[src/rtl/atbd_pkg.sv]
// shared types and constants of the two-tap adpcm block decoder
package atbd_pkg;

  // default configuration
  localparam int CHANNELS_DEF    = 2;
  localparam int DATA_BYTES_DEF  = 16;
  localparam int QUEUE_DEPTH_DEF = 2;

  // datapath widths
  localparam int SAMPLE_W = 16;
  localparam int FRAC_W   = 14;
  localparam int ACC_W    = 36;

  // predictor coefficients and sample limits
  localparam logic signed [15:0] COEF_A     = 16'sh7298;
  localparam logic signed [15:0] COEF_B     = 16'sh3350;
  localparam logic signed [15:0] SAMPLE_MAX = 16'sh7fff;
  localparam logic signed [15:0] SAMPLE_MIN = 16'sh8000;

  // one data byte handed from the front to the back
  typedef struct packed {
    logic        restart;
    logic        channel;
    logic [7:0]  data_byte;
    logic [15:0] scale;
    logic        last;
  } atbd_cmd_t;

  // back-end sequencer states
  typedef enum logic [1:0] {
    BK_IDLE,
    BK_MUL,
    BK_ACC
  } atbd_bk_state_t;

endpackage

[src/rtl/atbd_front.sv]
// front end: accepts bytes, tracks frame position and scale, queues data bytes
module atbd_front import atbd_pkg::*; #(
  parameter int CHANNELS   = CHANNELS_DEF,
  parameter int DATA_BYTES = DATA_BYTES_DEF
) (
  input  logic      clk,
  input  logic      rst,
  input  logic      in_valid,
  output logic      in_stall,
  input  logic [7:0] data_byte,
  input  logic      channel,
  input  logic      restart,
  input  logic      full,
  output logic      push,
  output atbd_cmd_t cmd
);

  localparam int CH_W  = (CHANNELS > 1) ? $clog2(CHANNELS) : 1;
  localparam int POS_W = $clog2(DATA_BYTES + 2);

  logic [15:0]      scale [CHANNELS];
  logic [POS_W-1:0] pos   [CHANNELS];
  logic             pend_restart;

  logic             accept;
  logic             ch_ok;
  logic [CH_W-1:0]  ch_idx;
  logic [POS_W-1:0] cur_pos;
  logic [15:0]      cur_scale;
  logic             last;

  // handshake and classification
  assign in_stall  = full;
  assign accept    = in_valid && !full;
  assign ch_idx    = CH_W'(channel);
  assign ch_ok     = (32'(channel) < CHANNELS);
  assign cur_pos   = restart ? '0 : pos[ch_idx];
  assign cur_scale = restart ? '0 : scale[ch_idx];
  assign last      = (cur_pos == POS_W'(DATA_BYTES + 1));
  assign push      = accept && ch_ok && (cur_pos >= POS_W'(2));

  // queued command
  assign cmd.restart   = pend_restart || restart;
  assign cmd.channel   = channel;
  assign cmd.data_byte = data_byte;
  assign cmd.scale     = cur_scale;
  assign cmd.last      = last;

  // per-channel frame position and scale
  always_ff @(posedge clk) begin
    if (rst) begin
      for (int c = 0; c < CHANNELS; c++) begin
        pos[c]   <= '0;
        scale[c] <= '0;
      end
    end else if (accept) begin
      if (restart) begin
        for (int c = 0; c < CHANNELS; c++) begin
          pos[c]   <= '0;
          scale[c] <= '0;
        end
      end
      if (ch_ok) begin
        if (cur_pos == POS_W'(0)) begin
          scale[ch_idx] <= {data_byte, cur_scale[7:0]};
          pos[ch_idx]   <= POS_W'(1);
        end else if (cur_pos == POS_W'(1)) begin
          scale[ch_idx] <= {cur_scale[15:8], data_byte};
          pos[ch_idx]   <= POS_W'(2);
        end else begin
          pos[ch_idx]   <= last ? '0 : cur_pos + POS_W'(1);
        end
      end
    end
  end

  // restart waits here until the next data byte carries it to the back
  always_ff @(posedge clk) begin
    if (rst) begin
      pend_restart <= 1'b0;
    end else if (push) begin
      pend_restart <= 1'b0;
    end else if (accept && restart) begin
      pend_restart <= 1'b1;
    end
  end

endmodule

[src/rtl/atbd_queue.sv]
// small command queue between front and back
module atbd_queue import atbd_pkg::*; #(
  parameter int DEPTH = QUEUE_DEPTH_DEF
) (
  input  logic      clk,
  input  logic      rst,
  input  logic      push,
  input  atbd_cmd_t push_cmd,
  input  logic      pop,
  output atbd_cmd_t pop_cmd,
  output logic      full,
  output logic      empty
);

  localparam int PTR_W = (DEPTH > 1) ? $clog2(DEPTH) : 1;
  localparam int CNT_W = $clog2(DEPTH + 1);

  atbd_cmd_t        mem [DEPTH];
  logic [PTR_W-1:0] wr_ptr;
  logic [PTR_W-1:0] rd_ptr;
  logic [CNT_W-1:0] count;

  assign full    = (count == CNT_W'(DEPTH));
  assign empty   = (count == '0);
  assign pop_cmd = mem[rd_ptr];

  // entry storage
  always_ff @(posedge clk) begin
    if (push) begin
      mem[wr_ptr] <= push_cmd;
    end
  end

  // pointers and fill count
  always_ff @(posedge clk) begin
    if (rst) begin
      wr_ptr <= '0;
      rd_ptr <= '0;
      count  <= '0;
    end else begin
      if (push) begin
        wr_ptr <= (wr_ptr == PTR_W'(DEPTH - 1)) ? '0 : wr_ptr + PTR_W'(1);
      end
      if (pop) begin
        rd_ptr <= (rd_ptr == PTR_W'(DEPTH - 1)) ? '0 : rd_ptr + PTR_W'(1);
      end
      if (push && !pop) begin
        count <= count + CNT_W'(1);
      end else if (pop && !push) begin
        count <= count - CNT_W'(1);
      end
    end
  end

endmodule

[src/rtl/atbd_back.sv]
// back end: two-tap prediction per nibble, history, output register
module atbd_back import atbd_pkg::*; #(
  parameter int CHANNELS = CHANNELS_DEF
) (
  input  logic                       clk,
  input  logic                       rst,
  input  atbd_cmd_t                  cmd,
  input  logic                       empty,
  output logic                       pop,
  output logic                       out_valid,
  input  logic                       out_stall,
  output logic                       out_channel,
  output logic signed [SAMPLE_W-1:0] first_sample,
  output logic signed [SAMPLE_W-1:0] second_sample,
  output logic                       frame_end
);

  localparam int CH_W = (CHANNELS > 1) ? $clog2(CHANNELS) : 1;
  localparam logic signed [ACC_W-1:0] Q_MAX = ACC_W'(SAMPLE_MAX);
  localparam logic signed [ACC_W-1:0] Q_MIN = ACC_W'(SAMPLE_MIN);

  atbd_bk_state_t state, state_next;

  logic signed [SAMPLE_W-1:0] prev  [CHANNELS];
  logic signed [SAMPLE_W-1:0] older [CHANNELS];

  logic        nib;
  logic        w_ch;
  logic [7:0]  w_byte;
  logic [15:0] w_scale;
  logic        w_last;
  logic signed [31:0]         m_a;
  logic signed [SAMPLE_W-1:0] sample_a;

  logic                       done;
  logic                       load_out;
  logic [CH_W-1:0]            w_idx;
  logic signed [3:0]          delta;
  logic signed [16:0]         scale_s;
  logic signed [20:0]         prod_d;
  logic signed [31:0]         prod_b;
  logic signed [ACC_W-1:0]    acc;
  logic signed [ACC_W-1:0]    q;
  logic signed [SAMPLE_W-1:0] sample;

  // sequencer next state
  always_comb begin
    state_next = state;
    unique case (state)
      BK_IDLE: if (!empty) state_next = BK_MUL;
      BK_MUL:  state_next = BK_ACC;
      BK_ACC: begin
        if (!nib) begin
          state_next = BK_MUL;
        end else if (!out_valid || !out_stall) begin
          state_next = BK_IDLE;
        end
      end
      default: state_next = BK_IDLE;
    endcase
  end

  // sequencer outputs
  always_comb begin
    pop      = 1'b0;
    done     = 1'b0;
    load_out = 1'b0;
    unique case (state)
      BK_IDLE: pop = !empty;
      BK_MUL:  ;
      BK_ACC: begin
        done     = !nib || !out_valid || !out_stall;
        load_out = nib && (!out_valid || !out_stall);
      end
      default: ;
    endcase
  end

  always_ff @(posedge clk) begin
    if (rst) begin
      state <= BK_IDLE;
    end else begin
      state <= state_next;
    end
  end

  // prediction datapath
  assign w_idx   = CH_W'(w_ch);
  assign delta   = nib ? w_byte[3:0] : w_byte[7:4];
  assign scale_s = $signed({1'b0, w_scale});
  assign prod_d  = delta * scale_s;
  assign prod_b  = COEF_B * older[w_idx];
  assign acc     = ACC_W'(m_a) - ACC_W'(prod_b) + (ACC_W'(prod_d) <<< FRAC_W);
  assign q       = acc >>> FRAC_W;

  // saturation to 16 bits
  always_comb begin
    if (q > Q_MAX) begin
      sample = SAMPLE_MAX;
    end else if (q < Q_MIN) begin
      sample = SAMPLE_MIN;
    end else begin
      sample = q[SAMPLE_W-1:0];
    end
  end

  // working item, first product and nibble select
  always_ff @(posedge clk) begin
    if (pop) begin
      w_ch    <= cmd.channel;
      w_byte  <= cmd.data_byte;
      w_scale <= cmd.scale;
      w_last  <= cmd.last;
    end
    if (state == BK_MUL) begin
      m_a <= COEF_A * prev[w_idx];
    end
    if (done && !nib) begin
      sample_a <= sample;
    end
  end

  always_ff @(posedge clk) begin
    if (rst) begin
      nib <= 1'b0;
    end else if (pop) begin
      nib <= 1'b0;
    end else if (done) begin
      nib <= !nib;
    end
  end

  // per-channel sample history
  always_ff @(posedge clk) begin
    if (rst) begin
      for (int c = 0; c < CHANNELS; c++) begin
        prev[c]  <= '0;
        older[c] <= '0;
      end
    end else if (pop && cmd.restart) begin
      for (int c = 0; c < CHANNELS; c++) begin
        prev[c]  <= '0;
        older[c] <= '0;
      end
    end else if (done) begin
      older[w_idx] <= prev[w_idx];
      prev[w_idx]  <= sample;
    end
  end

  // output register
  always_ff @(posedge clk) begin
    if (rst) begin
      out_valid <= 1'b0;
    end else if (load_out) begin
      out_valid <= 1'b1;
    end else if (!out_stall) begin
      out_valid <= 1'b0;
    end
  end

  always_ff @(posedge clk) begin
    if (load_out) begin
      out_channel   <= w_ch;
      first_sample  <= sample_a;
      second_sample <= sample;
      frame_end     <= w_last;
    end
  end

endmodule

[src/rtl/adpcm_two_tap_block_decoder_top.sv]
// top level of the two-tap adpcm block decoder
//
//   channel | direction | handshake          | fields
//   input   | in        | in_valid/in_stall   | data_byte, channel, restart
//   output  | out       | out_valid/out_stall | out_channel, first_sample,
//           |           |                     |   second_sample, frame_end
//
// scale bytes and bytes of absent channels are taken by the front end and never queued.
// in the back end a data byte is taken from the queue in BK_IDLE, then per nibble BK_MUL
// forms the previous-sample product and BK_ACC the older-sample product, sum and
// saturation.
// a queue of QUEUE_DEPTH items lets the front keep taking bytes while the back works.
// rst is synchronous and clears positions, scales, history, queue and output valid.
// a stalled result holds in the output register; the back waits only when it has
// a finished item and the register is still full.
module adpcm_two_tap_block_decoder_top import atbd_pkg::*; #(
  parameter int CHANNELS             = CHANNELS_DEF,
  parameter int DATA_BYTES_PER_FRAME = DATA_BYTES_DEF,
  parameter int QUEUE_DEPTH          = QUEUE_DEPTH_DEF
) (
  input  logic                       clk,
  input  logic                       rst,
  input  logic                       in_valid,
  output logic                       in_stall,
  input  logic [7:0]                 data_byte,
  input  logic                       channel,
  input  logic                       restart,
  output logic                       out_valid,
  input  logic                       out_stall,
  output logic                       out_channel,
  output logic signed [SAMPLE_W-1:0] first_sample,
  output logic signed [SAMPLE_W-1:0] second_sample,
  output logic                       frame_end
);

  atbd_cmd_t push_cmd;
  atbd_cmd_t pop_cmd;
  logic      push;
  logic      pop;
  logic      full;
  logic      empty;

  // byte classification and frame tracking
  atbd_front #(
    .CHANNELS   (CHANNELS),
    .DATA_BYTES (DATA_BYTES_PER_FRAME)
  ) u_front (
    .clk       (clk),
    .rst       (rst),
    .in_valid  (in_valid),
    .in_stall  (in_stall),
    .data_byte (data_byte),
    .channel   (channel),
    .restart   (restart),
    .full      (full),
    .push      (push),
    .cmd       (push_cmd)
  );

  // decoupling queue
  atbd_queue #(
    .DEPTH (QUEUE_DEPTH)
  ) u_queue (
    .clk      (clk),
    .rst      (rst),
    .push     (push),
    .push_cmd (push_cmd),
    .pop      (pop),
    .pop_cmd  (pop_cmd),
    .full     (full),
    .empty    (empty)
  );

  // sample prediction
  atbd_back #(
    .CHANNELS (CHANNELS)
  ) u_back (
    .clk           (clk),
    .rst           (rst),
    .cmd           (pop_cmd),
    .empty         (empty),
    .pop           (pop),
    .out_valid     (out_valid),
    .out_stall     (out_stall),
    .out_channel   (out_channel),
    .first_sample  (first_sample),
    .second_sample (second_sample),
    .frame_end     (frame_end)
  );

endmodule

[config.mk]
export PLATFORM = sky130hd
export DESIGN_NAME = adpcm_two_tap_block_decoder_top
export DESIGN_NICKNAME = d
export VERILOG_FILES = /design/src/rtl/atbd_pkg.sv /design/src/rtl/atbd_front.sv /design/src/rtl/atbd_queue.sv /design/src/rtl/atbd_back.sv /design/src/rtl/adpcm_two_tap_block_decoder_top.sv
export SDC_FILE = /design/constraint.sdc
export NUM_CORES = 1
export LEC_CHECK = 0
export BUFFER_PORTS_ARGS = -buffer_cell sky130_fd_sc_hd__buf_2
export CORE_MARGIN = 2
export CORE_UTILIZATION = 35
export CTS_CLUSTER_DIAMETER = 100
export DETAILED_ROUTE_END_ITERATION = 8
export PLACE_DENSITY = 0.56
export SLEW_MARGIN = 20
export SYNTH_ARGS = -nofsm -noshare
export SYNTH_HDL_FRONTEND = slang
export SYNTH_HIERARCHICAL = 1
export SYNTH_SLANG_ARGS = --single-unit
export TNS_END_PERCENT = 30
[constraint.sdc]
create_clock -name clk -period 9.2 [get_ports clk]
set_input_delay 0.46 -clock clk [delete_from_list [all_inputs] [get_ports clk]]
set_output_delay 0.46 -clock clk [all_outputs]
set_load 0.01 [all_outputs]
==> results.rst <==
.. list-table::
   :header-rows: 1

   * - Metric
     - Value
   * - Kind of critical path
     - register to register
   * - # H-tree levels
     - 2
   * - Largest driver fanout on the critical path
     - 45
   * - Combined area of all synthesized cells
     - 0.0229 mm^2
   * - Endpoint required time on the critical path
     - 9.44 ns
   * - Detailed Route WL
     - 52,300 um
   * - Type of origin of the critical path
     - register
   * - Worst Setup End Kind
     - register
   * - GRT Util Overall
     - between 10% and 20%
   * - Arrival time at the worst endpoint
     - 9.02 ns
   * - Net count of the mapped netlist
     - 2,511
   * - Antenna Cells
     - 0
   * - Starting density of the core
     - 35.5%
   * - Vias in the first global route
     - 15,600
   * - Register area share after synthesis
     - roughly 36%
   * - Antenna violations before repair
     - 1
   * - CTS tree
     - built
   * - Unrepaired setup endpoints after global routing
     - false
   * - Share of the clock period used by the worst path
     - 95.4%
   * - Layout fillers
     - between 6,000 and 7,000
   * - Total gr overflow
     - 0
   * - Upper clock frequency limit
     - 114 MHz
   * - Number of buffers inserted for hold repair after clock tree synthesis
     - 0
   * - Largest net degree at the start of global routing
     - between 40 and 50
   * - Leading area contributor after synthesis
     - edfxtp_1
   * - Final number of max-transition violations
     - 0
   * - Core footprint
     - 0.0646 mm^2
   * - Mapped Avg Cell Area
     - 11.2 um^2
   * - Clock Root Buffer
     - clkbuf_16
   * - Dominant cell by count in the synthesized netlist
     - inv_1
   * - Clk pin slew, worst setup/hold paths
     - 0.06 ns
   * - Number of antenna-violating nets in the routed design
     - 0
   * - Vias after detailed routing
     - 14,800
   * - Placement-stage cell area
     - 0.0243 mm^2
   * - IO Pins
     - 50
   * - X dimension of the die
     - 260 um
   * - Register bit total from synthesis
     - 276
   * - Final worst path period need
     - 8.78 ns
   * - Final HPWL DP
     - roughly 42,000 um
   * - Drt wl/cell
     - 17.4 um
   * - Slowest-stage cell, CP
     - fa_1
   * - Synth-to-layout area growth
     - 11.2%
   * - Top cell family by delay on the critical path
     - adder cells
   * - Length of the first detailed-routing pass in iterations
     - 7
   * - Final net count
     - 2,583
   * - TritonCTS buffer count
     - 34
   * - Area of the die
     - between 0.06 and 0.07 mm^2
   * - Most used cell along the critical path
     - fa_1
   * - Routability Congestion
     - 0.878
   * - Asr flop ratio synth
     - 0%
   * - Tightest Pin Transition
     - 1.08 ns
   * - Run status
     - complete, no violations
   * - Number of buffers inserted to repair setup after CTS
     - 0
   * - Yosys cell types
     - 83
   * - Predominant post-synthesis flop cell
     - edfxtp_1
   * - Final number of setup-violating endpoints
     - 0
   * - Vias/cell
     - slightly below 5
   * - Number of instances in the synthesized netlist
     - 2,048
   * - Count of max-cap constraint violations
     - 0
   * - Sum Neg Setup Slack
     - 0 ns
   * - Crit path buffers/inverters
     - 4
   * - Warning count from the yosys run
     - 6
   * - First-pass GRT wire length
     - 84,200 um
   * - Post-route cell area
     - 0.0255 mm^2
   * - Share of Yosys cell area claimed by the top area cell type
     - a little over a third
   * - Clock latency reported for the late side of the worst-skew pair
     - between 0.5 and 0.6 ns
   * - Maximum buffer depth of the clock tree
     - 3
   * - Clk_skew
     - approximately 0.016 ns
   * - Height of the die
     - ~260 um
   * - Number of clock sinks
     - 276
   * - Number of endpoints with negative hold slack in the final report
     - 0
   * - Post-route DRC
     - 0
   * - Commonest cells in the netlist
     - inv_1 (294), ha_1 (281), edfxtp_1 (265)
   * - Fraction of final layout cells with drive strength greater than 1
     - 11.6%
   * - Critical path's largest stage delay
     - 0.56 ns
   * - Placement row count
     - 93
   * - Final worst hold slack
     - about 0.16 ns
   * - Area contributors post-synth
     - edfxtp_1 (35%), ha_1 (15%), fa_1 (15%), inv_1 (4.8%), mux2i_1 (2.8%)
   * - Number of enable-type register cells in the synthesized netlist
     - 265
   * - DRC violation total after the first TritonRoute iteration
     - around 750
   * - Number of port buffers
     - 49
   * - Slew margin rel.
     - 26.2%
   * - Worst min path class
     - input port to register
through the flow:
step                      utilization, %  worst slack (ns)  cells
final                               39.4             0.421   3001
after global routing                39.4            0.0154   3001
after CTS                           39.4            0.0411   3001
after detailed placement            37.6           0.00196   2939
after global placement              37.6            0.0952   2939
after floorplan                        -            0.0535   2048
path summary, 6_finish.rpt:
path	start	end	slack [ns]	depth (start not counted)
max	register	u_back/second_sample[6]	0.42	29
min	data_byte[6]	u_queue/mem[0][23]	0.16	1
max reg2reg	register	u_back/second_sample[6]	0.42	29
min reg2reg	u_back/sample_a[11]	u_back/first_sample[11]	0.42	0
layout by cell type, fill, tap and decap left out, types with 11 or more instances in the layout:
cell and n:
ha_1 280, o211ai_1 11, a211oi_1 13, and3_1 16, inv_1 293, mux2_2 43
o31ai_1 38, edfxtp_1 265, a21oi_1 92, xnor2_1 62, o21a_1 11, o21bai_1 16
mux2i_1 62, nor2_1 155, xor2_1 41, nor2b_1 24, a21o_1 26, nor3_1 19
buf_2 49, clkbuf_16 34, fa_1 168, and2_1 16, buf_4 42, nand3_1 20
nand2b_1 16, o21ai_0 57, or2_2 18, nand2_1 95
kinds of logic (layout without fill, tap and decap cells):
kind of cell / after synthesis / in the layout / synth area share [%]
muxes: 107 / 107 / 4.97
and+or+nand+nor: 431 / 431 / 9.29
xor gates and xnor gates: 107 / 107 / 4.09
AOI/OAI and AO/OA: 324 / 324 / 9.47
DFF: 276 / 276 / 35.7
adders and majority gates: 449 / 449 / 30.0
buffers and inverters: 354 / 452 / 6.44
area by class of cell:
class	instances	area (um^2)	share of cell area (%)
multi-input cells	1418	13300	52.3
flip-flops and latches	276	8180	32.1
inverters	295	1110	4.35
well taps	855	1070	4.20
clock buffers	37	872	3.42
repair buffers	95	636	2.50
clock inverters	25	288	1.13
registers in the layout, summed over array words and instances, names as in the netlist, 2 cells and up, named ones only:
register	flops
u_front/pos	10
u_back/m_a	29
u_front/scale	32
u_back/first_sample	16
u_queue/mem	54
u_back/w_scale	16
u_back/state	2
u_queue/count	2
u_back/prev	32
u_back/older	32
u_back/second_sample	16
u_back/sample_a	16
u_back/w_byte	8
layer usage:
metal / share of wire [%] / vias up / global-route usage (%)
met5: 0 / - / 0
met4: 2.3 / 0 / 4.15
met3: 3.6 / 68 / 1.90
met2: 48 / 253 / 27.3
met1: 46 / 7260 / 21.1
li1: - / 7248 / -
timing repair:
action | 4_1_cts | 5_1_grt
pin swaps | 0 | 0
setup endpoints to repair | 14 | 60
endpoints found under the hold margin | 0 | 0
resized for setup | 1 | 12
worst reg2reg max path: cells and delay by family, from the launching register on:
family                   cells  cell delay [ns]
AO/OA/AOI/OAI               10             2.40
buffers and inverters        4             0.54
flip-flops                   1             0.37
XOR/XNOR                     2             0.48
multiplexers                 1             0.45
adder cells (fa/ha/maj)      8             3.68
AND/OR/NAND/NOR              4             0.57
Power is left out: the tool's default activity adds up to more than one toggle a clock period on the data nets, which glitch-free logic cannot reach.
